$ cat src/sv/pct_pkg.sv
package pct_pkg;

  localparam logic CMD_TICK = 1'b0;
  localparam logic CMD_GATE = 1'b1;

  localparam logic REG_WAVEFORM = 1'b0;
  localparam logic REG_VOLUME   = 1'b1;

  localparam int SAMPLE_W = 15;
  localparam int VOLUME_W = 10;
  localparam int MODE_W   = 4;

  localparam logic [MODE_W-1:0] MODE_RESET   = 4'd4;
  localparam logic [VOLUME_W-1:0] VOLUME_RESET = 10'd1000;

  localparam logic [3:0] WF_SET_ONES   = 4'h0;
  localparam logic [3:0] WF_POLY4      = 4'h1;
  localparam logic [3:0] WF_P5_P4      = 4'h2;
  localparam logic [3:0] WF_P5TOP_P4   = 4'h3;
  localparam logic [3:0] WF_DIV2_A     = 4'h4;
  localparam logic [3:0] WF_DIV2_B     = 4'h5;
  localparam logic [3:0] WF_P5_DIV2    = 4'h6;
  localparam logic [3:0] WF_P5TOP_DIV2 = 4'h7;
  localparam logic [3:0] WF_POLY9      = 4'h8;
  localparam logic [3:0] WF_POLY5      = 4'h9;
  localparam logic [3:0] WF_P5_SHIFT   = 4'ha;
  localparam logic [3:0] WF_SET_ONES_B = 4'hb;
  localparam logic [3:0] WF_DIV6_A     = 4'hc;
  localparam logic [3:0] WF_DIV6_B     = 4'hd;
  localparam logic [3:0] WF_P5_DIV6    = 4'he;
  localparam logic [3:0] WF_P5TOP_DIV6 = 4'hf;

  typedef struct packed {
    logic [7:0] p4;
    logic [7:0] p5;
  } poly_t;

  typedef struct packed {
    logic gate_write;
    logic scan_start;
    logic scan_step;
    logic out_load;
  } dp_cmd_t;

  typedef struct packed {
    logic last;
    logic out_busy;
  } dp_status_t;

  function automatic logic [7:0] lfsr4(input logic [7:0] r);
    if (r[3:0] == 4'h0) begin
      return 8'd1;
    end
    return {r[6:0], r[3] ^ r[2]};
  endfunction

  function automatic logic [7:0] lfsr5(input logic [7:0] r);
    if (r[4:0] == 5'h00) begin
      return 8'd1;
    end
    return {r[6:0], r[4] ^ r[2]};
  endfunction

  function automatic logic [7:0] div2(input logic [7:0] r);
    return {r[6:0], ~r[0]};
  endfunction

  function automatic logic [7:0] div6(input logic [7:0] r);
    logic bit_in;
    bit_in = (r[2] == 1'b0) && (r[2:0] != 3'b000);
    return {~r[6:0], bit_in};
  endfunction

  function automatic poly_t clock_poly(input poly_t cur, input logic [3:0] mode);
    poly_t nxt;
    nxt = cur;
    case (mode)
      WF_SET_ONES, WF_SET_ONES_B: begin
        nxt.p4 = {cur.p4[6:0], 1'b1};
      end
      WF_POLY4: begin
        nxt.p4 = lfsr4(cur.p4);
      end
      WF_P5_P4: begin
        nxt.p5 = lfsr5(cur.p5);
        if (nxt.p5[3:0] == 4'h8) nxt.p4 = lfsr4(cur.p4);
      end
      WF_P5TOP_P4: begin
        nxt.p5 = lfsr5(cur.p5);
        if (nxt.p5[4]) nxt.p4 = lfsr4(cur.p4);
      end
      WF_DIV2_A, WF_DIV2_B: begin
        nxt.p4 = div2(cur.p4);
      end
      WF_P5_DIV2: begin
        nxt.p5 = lfsr5(cur.p5);
        if (nxt.p5[3:0] == 4'h8) nxt.p4 = div2(cur.p4);
      end
      WF_P5TOP_DIV2: begin
        nxt.p5 = lfsr5(cur.p5);
        if (nxt.p5[4]) nxt.p4 = div2(cur.p4);
      end
      WF_POLY9: begin
        if ((cur.p5[4:0] != 5'h00) || (cur.p4[3:0] != 4'h0)) begin
          nxt.p5 = {cur.p5[6:0], cur.p4[3] ^ cur.p5[4]};
        end else begin
          nxt.p5 = 8'd1;
        end
        nxt.p4 = {cur.p4[6:0], nxt.p5[5]};
      end
      WF_POLY5: begin
        nxt.p5 = lfsr5(cur.p5);
        nxt.p4 = {cur.p4[6:0], nxt.p5[5]};
      end
      WF_P5_SHIFT: begin
        nxt.p5 = lfsr5(cur.p5);
        if (nxt.p5[3:0] == 4'h8) nxt.p4 = {cur.p4[6:0], nxt.p5[4]};
      end
      WF_DIV6_A, WF_DIV6_B: begin
        nxt.p4 = div6(cur.p4);
      end
      WF_P5_DIV6: begin
        nxt.p5 = lfsr5(cur.p5);
        if (nxt.p5[3:0] == 4'h8) nxt.p4 = div6(cur.p4);
      end
      default: begin
        nxt.p5 = lfsr5(cur.p5);
        if (nxt.p5[4]) nxt.p4 = div6(cur.p4);
      end
    endcase
    return nxt;
  endfunction

endpackage

$ cat src/sv/pct_regs.sv
module pct_regs (
  input  logic                              clk,
  input  logic                              rst,
  input  logic                              psel,
  input  logic                              penable,
  input  logic                              pwrite,
  input  logic [2:0]                        paddr,
  input  logic [31:0]                       pwdata,
  output logic [31:0]                       prdata,
  output logic                              pready,
  output logic [pct_pkg::MODE_W-1:0]        waveform_mode,
  output logic [pct_pkg::VOLUME_W-1:0]      note_volume
);

  logic wr;

  assign pready = 1'b1;
  assign wr     = psel && penable && pwrite && pready;

  always_ff @(posedge clk) begin
    if (rst) begin
      waveform_mode <= pct_pkg::MODE_RESET;
      note_volume   <= pct_pkg::VOLUME_RESET;
    end else if (wr) begin
      if (paddr[2] == pct_pkg::REG_WAVEFORM) begin
        waveform_mode <= pwdata[pct_pkg::MODE_W-1:0];
      end else begin
        note_volume <= pwdata[pct_pkg::VOLUME_W-1:0];
      end
    end
  end

  always_comb begin
    if (paddr[2] == pct_pkg::REG_WAVEFORM) begin
      prdata = {{(32-pct_pkg::MODE_W){1'b0}}, waveform_mode};
    end else begin
      prdata = {{(32-pct_pkg::VOLUME_W){1'b0}}, note_volume};
    end
  end

endmodule

$ cat src/sv/pct_ctrl.sv
module pct_ctrl (
  input  logic                  clk,
  input  logic                  rst,
  input  logic                  s_tvalid,
  output logic                  s_tready,
  input  logic                  s_cmd,
  input  pct_pkg::dp_status_t   status,
  output pct_pkg::dp_cmd_t      cmd
);

  typedef enum logic [2:0] {
    ST_IDLE = 3'b001,
    ST_SCAN = 3'b010,
    ST_HOLD = 3'b100
  } state_t;

  state_t state;
  state_t state_next;
  logic   accept;

  assign s_tready = (state == ST_IDLE);
  assign accept   = s_tvalid && s_tready;

  always_comb begin
    state_next     = state;
    cmd            = '0;
    case (state)
      ST_IDLE: begin
        if (accept) begin
          if (s_cmd == pct_pkg::CMD_GATE) begin
            cmd.gate_write = 1'b1;
          end else begin
            cmd.scan_start = 1'b1;
            state_next     = ST_SCAN;
          end
        end
      end
      ST_SCAN: begin
        cmd.scan_step = 1'b1;
        if (status.last) begin
          if (status.out_busy) begin
            state_next = ST_HOLD;
          end else begin
            cmd.out_load = 1'b1;
            state_next   = ST_IDLE;
          end
        end
      end
      ST_HOLD: begin
        if (!status.out_busy) begin
          cmd.out_load = 1'b1;
          state_next   = ST_IDLE;
        end
      end
      default: begin
        state_next = ST_IDLE;
      end
    endcase
  end

  always_ff @(posedge clk) begin
    if (rst) begin
      state <= ST_IDLE;
    end else begin
      state <= state_next;
    end
  end

  assert property (@(posedge clk) disable iff (rst)
    accept && (s_cmd == pct_pkg::CMD_TICK) |=> (state == ST_SCAN))
    else $error("tick did not start a scan");

  assert property (@(posedge clk) disable iff (rst)
    cmd.out_load |-> !status.out_busy)
    else $error("result loaded over a pending one");

  assert property (@(posedge clk) disable iff (rst)
    (state == ST_HOLD) |-> $past(state == ST_SCAN) || $past(state == ST_HOLD))
    else $error("hold entered from outside a scan");

endmodule

$ cat src/sv/pct_datapath.sv
module pct_datapath #(
  parameter int CHANNELS = 32
) (
  input  logic                              clk,
  input  logic                              rst,
  input  pct_pkg::dp_cmd_t                  cmd,
  output pct_pkg::dp_status_t               status,
  input  logic [4:0]                        channel,
  input  logic                              gate_on,
  input  logic [pct_pkg::MODE_W-1:0]        waveform_mode,
  input  logic [pct_pkg::VOLUME_W-1:0]      note_volume,
  output logic                              m_tvalid,
  input  logic                              m_tready,
  output logic [pct_pkg::SAMPLE_W-1:0]      sample
);

  localparam int IDX_W = (CHANNELS > 1) ? $clog2(CHANNELS) : 1;

  logic [5:0]          pulse_count [CHANNELS];
  pct_pkg::poly_t      poly        [CHANNELS];
  logic [CHANNELS-1:0] gate;

  logic [IDX_W-1:0]            idx;
  logic [pct_pkg::SAMPLE_W-1:0] acc;
  logic [pct_pkg::SAMPLE_W-1:0] acc_next;

  logic [6:0]     idx_ext;
  logic [6:0]     cnt;
  logic [6:0]     cnt_next;
  logic           clk_en;
  pct_pkg::poly_t poly_cur;
  pct_pkg::poly_t poly_next;
  logic           sounding;

  assign status.last     = (idx == IDX_W'(CHANNELS - 1));
  assign status.out_busy = m_tvalid && !m_tready;

  always_comb begin
    idx_ext   = 7'(idx);
    cnt       = 7'(pulse_count[idx]) + 7'd1;
    cnt_next  = (cnt >= ((idx_ext << 1) + 7'd2)) ? 7'd0 : cnt;
    clk_en    = (cnt_next == 7'd0) || (cnt_next == (idx_ext + 7'd1));
    poly_cur  = poly[idx];
    poly_next = clk_en ? pct_pkg::clock_poly(poly_cur, waveform_mode) : poly_cur;
    sounding  = gate[idx] && poly_next.p4[3];
    acc_next  = acc;
    if (cmd.scan_step && sounding) begin
      acc_next = acc + pct_pkg::SAMPLE_W'(note_volume);
    end
  end

  always_ff @(posedge clk) begin
    if (rst) begin
      gate <= '0;
      for (int i = 0; i < CHANNELS; i++) begin
        pulse_count[i] <= '0;
        poly[i]        <= '0;
      end
    end else begin
      if (cmd.gate_write && ({1'b0, channel} < 6'(CHANNELS))) begin
        gate[channel[IDX_W-1:0]] <= gate_on;
      end
      if (cmd.scan_step) begin
        pulse_count[idx] <= cnt_next[5:0];
        poly[idx]        <= poly_next;
      end
    end
  end

  always_ff @(posedge clk) begin
    if (cmd.scan_start) begin
      idx <= '0;
      acc <= '0;
    end else if (cmd.scan_step) begin
      idx <= status.last ? '0 : idx + IDX_W'(1);
      acc <= acc_next;
    end
  end

  always_ff @(posedge clk) begin
    if (rst) begin
      m_tvalid <= 1'b0;
    end else if (cmd.out_load) begin
      m_tvalid <= 1'b1;
    end else if (m_tready) begin
      m_tvalid <= 1'b0;
    end
  end

  always_ff @(posedge clk) begin
    if (cmd.out_load) begin
      sample <= acc_next;
    end
  end

endmodule

$ cat src/sv/poly_counter_tone_bank.sv
// channel   direction  handshake         payload
// s_*       in         tvalid/tready     tuser: cmd; tdata: channel, gate_on
// m_*       out        tvalid/tready     tdata: sample
// apb       in         psel/penable      waveform_mode at 0x0, note_volume at 0x4
//
// a gate transaction gives no result
// a tick steps every channel in turn through the shared update unit
// the finished sample waits in the output register; a pending result stalls the
// next scan only at its end
// rst is synchronous and clears all pulse counters, shift registers and gates
module poly_counter_tone_bank #(
  parameter int CHANNELS = 32
) (
  input  logic        clk,
  input  logic        rst,
  input  logic        s_tvalid,
  output logic        s_tready,
  input  logic [7:0]  s_tdata,   // channel[4:0], gate_on[5], zero[7:6]
  input  logic [0:0]  s_tuser,   // cmd[0]
  output logic        m_tvalid,
  input  logic        m_tready,
  output logic [15:0] m_tdata,   // sample[14:0], zero[15]
  input  logic        psel,
  input  logic        penable,
  input  logic        pwrite,
  input  logic [2:0]  paddr,
  input  logic [31:0] pwdata,
  output logic [31:0] prdata,
  output logic        pready
);

  logic [pct_pkg::MODE_W-1:0]   waveform_mode;
  logic [pct_pkg::VOLUME_W-1:0] note_volume;
  logic [pct_pkg::SAMPLE_W-1:0] sample;
  pct_pkg::dp_cmd_t             cmd;
  pct_pkg::dp_status_t          status;

  pct_regs u_regs (
    .clk           (clk),
    .rst           (rst),
    .psel          (psel),
    .penable       (penable),
    .pwrite        (pwrite),
    .paddr         (paddr),
    .pwdata        (pwdata),
    .prdata        (prdata),
    .pready        (pready),
    .waveform_mode (waveform_mode),
    .note_volume   (note_volume)
  );

  pct_ctrl u_ctrl (
    .clk      (clk),
    .rst      (rst),
    .s_tvalid (s_tvalid),
    .s_tready (s_tready),
    .s_cmd    (s_tuser[0]),
    .status   (status),
    .cmd      (cmd)
  );

  pct_datapath #(
    .CHANNELS (CHANNELS)
  ) u_datapath (
    .clk           (clk),
    .rst           (rst),
    .cmd           (cmd),
    .status        (status),
    .channel       (s_tdata[4:0]),
    .gate_on       (s_tdata[5]),
    .waveform_mode (waveform_mode),
    .note_volume   (note_volume),
    .m_tvalid      (m_tvalid),
    .m_tready      (m_tready),
    .sample        (sample)
  );

  assign m_tdata = {1'b0, sample};

endmodule
$ cat config.mk
export PLATFORM = sky130hd
export DESIGN_NAME = poly_counter_tone_bank
export DESIGN_NICKNAME = d
export VERILOG_FILES = /design/src/sv/pct_pkg.sv /design/src/sv/pct_regs.sv /design/src/sv/pct_ctrl.sv /design/src/sv/pct_datapath.sv /design/src/sv/poly_counter_tone_bank.sv
export SDC_FILE = /design/constraint.sdc
export NUM_CORES = 1
export LEC_CHECK = 0
export BUFFER_PORTS_ARGS = -buffer_cell sky130_fd_sc_hd__buf_4
export CAP_MARGIN = 40
export CORE_MARGIN = 2
export CORE_UTILIZATION = 35
export CTS_CLUSTER_SIZE = 40
export DETAILED_ROUTE_END_ITERATION = 6
export GPL_TIMING_DRIVEN = 0
export HOLD_SLACK_MARGIN = 0.06
export PLACE_DENSITY = 0.51
export RECOVER_POWER = 50
export SETUP_SLACK_MARGIN = 0.5
export SLEW_MARGIN = 20
export SYNTH_ARGS = -nofsm -noshare
export SYNTH_HDL_FRONTEND = slang
export SYNTH_SLANG_ARGS = --single-unit
$ cat constraint.sdc
create_clock -name clk -period 7.4 [get_ports clk]
set_input_delay 0.37 -clock clk [delete_from_list [all_inputs] [get_ports clk]]
set_output_delay 0.37 -clock clk [all_outputs]
set_load 0.03 [all_outputs]
==> impl_metrics.env <==
export IMPL_ir_drop_uv=158
export IMPL_dieWidth_microns=280
export IMPL_grt_max_degree=16
export IMPL_tritoncts="yes"
export IMPL_mostFrequentLayoutCells="nor2_1 (548), edfxtp_1 (495), nand2_1 (179), clkbuf_1 (163), mux4_2 (114)"
export IMPL_crit_family="compound AO/OA/AOI/OAI gates"
export IMPL_fmax_ghz=0.151
export IMPL_worstSetupPathType="register to register"
export IMPL_maxCapViolCount=0
export IMPL_synth_seq_area_share=0.613
export IMPL_critical_path_slowest_cell="a22oi_1"
export IMPL_hold_viol=0
export IMPL_setup_viol_count_final=0
export IMPL_port_buffers=50
export IMPL_clk_pin_slew_ns=0.06
export IMPL_nets=2414
export IMPL_p_per_area_nw_per_um2=246
export IMPL_postRouteAntennaNets=0
export IMPL_synthFlopType="edfxtp_1"
export IMPL_grt_use_total=0.232
export IMPL_synth_cell_types=81
export IMPL_cts_max_level=3
export IMPL_start_util=0.353
export IMPL_drive_above_1_share=0.161
export IMPL_fin_cells=3368
export IMPL_area_delta_synth_final_pct=16.2
export IMPL_total_power_mw=7.63
export IMPL_synth_area_sq_um=26700
export IMPL_num_vias=18706
export IMPL_grt_ovfl_total=0
export IMPL_violations="design-rule violations"
export IMPL_first_iter_violations=2262
export IMPL_status="finished with violations"
export IMPL_dr_pass1_iters=7
export IMPL_clock_sinks=570
export IMPL_viasPerCell=5.55
export IMPL_worstMarginPinSlew_ns=1.13
export IMPL_post_synth_main_area_contributors="edfxtp_1 (56%), mux4_2 (9.6%), nor2_1 (7.7%)"
export IMPL_avgRoutedWirePerCell_microns=27.0
export IMPL_finClkSkew_ns=0.0286
export IMPL_critPathLaunchType="register"
export IMPL_grt_pass1_wl_mm=130
export IMPL_slew_viol_final=0
export IMPL_drc=6
export IMPL_cp_max_fo=10
export IMPL_cts_made_buffers=67
export IMPL_yosysWarnings=0
export IMPL_finalWeightedCongestion=0.949
export IMPL_synth_seq_cells=570
export IMPL_die_area_sq_um=78500
export IMPL_multi_input_area_sq_um=9420
export IMPL_cp_slowest_stage_delay_ns=0.41
export IMPL_arrival_ns=6.95
export IMPL_place_detailed_hpwl_mm=64.9
export IMPL_p_leak_nw=10.6
export IMPL_regArea_sq_um=16400
export IMPL_fillers=7135
export IMPL_synth_top_area_share=0.557
export IMPL_async_reset_ff_frac=0
export IMPL_grt_pass1_vias=18338
export IMPL_antenna_found_initial=1
export IMPL_whs_ns=0.119
export IMPL_rsz0062_at_grt="no"
export IMPL_netlist_instances=2149
export IMPL_clkLatencyLatePin_ns=0.62
export IMPL_die_y_microns=280
export IMPL_synth_top_area_cell="edfxtp_1"
export IMPL_finalCritPeriodShare=0.895
export IMPL_rows=101
export IMPL_clk_path_buf_depth=3
export IMPL_dp_cells=3214
export IMPL_critical_path_buf_inv_count=7
export IMPL_cp_common_cell="buf_4"
export IMPL_cp_data_required_time_ns=7.73
export IMPL_maxSlewHeadroom=0.246
export IMPL_period_needed_ns=6.62
export IMPL_clockRootBuffer="clkbuf_16"
export IMPL_worstSetupEndpointType="register"
export IMPL_core_region_area_sq_um=75700
export IMPL_final_common_cell="nor2_1"
export IMPL_io_pins=102
export IMPL_min_path_type="primary input to register"
export IMPL_totalWireLength_mm=91.1
export IMPL_syn_avg_cell_area_sq_um=12.4
export IMPL_synth_edf_count=495
==> sequential cells by signal (all words and copies together), names as in the netlist, named ones only <==
signal and cells:
u_ctrl.state 3, u_datapath.acc 15, u_datapath.gate 32, u_datapath.idx 5
u_datapath.m_tvalid 1, u_datapath.poly 288, u_datapath.pulse_count 192, u_datapath.sample 15
u_regs.note_volume 10, u_regs.waveform_mode 4
==> routing by layer <==
| metal | global-route usage | vias to the layer above | part of all wire |
|---|---|---|---|
| met3 | 0.0487 | 168 | 0.094 |
| li1 | - | 8119 | - |
| met4 | 0.0873 | 0 | 0.038 |
| met2 | 0.363 | 888 | 0.46 |
| met5 | 0 | - | 0 |
| met1 | 0.318 | 9531 | 0.41 |
==> cells by family (layout without fill, tap and decap cells) <==
logic type                 count (synthesis)  in the layout  synth area share
muxes                                    199            199             0.131
xor gates and xnor gates                  25             25           0.00821
DFF                                      570            570             0.613
AOI/OAI and AO/OA                        221            221            0.0523
and+or+nand+nor                          886            886             0.142
other                                      2             25          0.000281
adders and majority gates                 24             24            0.0115
buffers and inverters                    222            440            0.0413
==> synth_stat cells (9+ instances only) <==
library cell	number
nor2_1	548
inv_1	27
a22oi_1	34
xnor2_1	19
clkbuf_1	105
mux2i_1	64
nand2_1	179
o21ai_0	50
ha_1	23
nand3_1	25
dfxtp_1	75
nand3b_1	9
nand2b_1	9
and2_1	23
mux2_2	9
edfxtp_1	495
nor2b_1	15
buf_2	37
mux4_2	114
nor3_1	20
a21oi_1	66
o22ai_1	11
buf_4	34
==> area by class of cell <==
type                            count  share of cell area
Sequential cell                   570               0.528
Multi-Input combinational cell   1379               0.304
Clock buffer                       85              0.0600
Tap cell                          978              0.0395
Buffer                            191              0.0356
Timing Repair Buffer               99              0.0199
Clock inverter                     34             0.00941
Inverter                           31             0.00375
Antenna cell                        1           0.0000807
==> per-stage QoR <==
stage | area [sq um] | worst slack, ns | setup TNS [ns] | util
after CTS | 31000 | 0.506 | 0 | 0.409
final | 31000 | 0.776 | 0 | 0.409
after global placement | 28400 | -1.28 | -215.52 | 0.375
after global routing | 31000 | 0.501 | 0 | 0.409
after floorplan | 26800 | 1.86 | 0 | -
after detailed placement | 28500 | -0.971 | -185.03 | 0.377
==> report_power, final <==
group | total (mW) | internal, mW | switching (mW)
combinational | 0.728 | 0.212 | 0.516
sequential | 3.60 | 3.57 | 0.0263
clock | 3.30 | 1.95 | 1.35
total | 7.63 | 5.73 | 1.90
==> tightest hold or removal path: cells and delay by family <==
family / cells / cell delay, ns
AND/OR/NAND/NOR: 1 / 0.14
AO/OA/AOI/OAI: 1 / 0.07
buffers and inverters: 1 / 0.09
==> final timing paths <==
kind,cells past startpoint,slack (ns),end,startpoint
setup / recovery,26,0.78,u_datapath.poly[6][9],register
hold / removal,3,0.12,u_datapath.m_tvalid,m_tready
setup reg to reg,26,0.78,u_datapath.poly[6][9],register
hold reg to reg,2,0.47,u_datapath.gate[1],u_datapath.gate[1]
==> repair_timing <==
| action | in CTS | in global routing |
|---|---|---|
| gates resized for setup | 36 | 24 |
| hold buffers | 11 | 0 |
| endpoints found under the setup margin | 318 | 301 |
| buffers inserted | 6 | 3 |
| endpoints found under the hold margin | 16 | 0 |
| pin swaps | 4 | 6 |
Note: power is estimated with default switching activity, not from simulation.
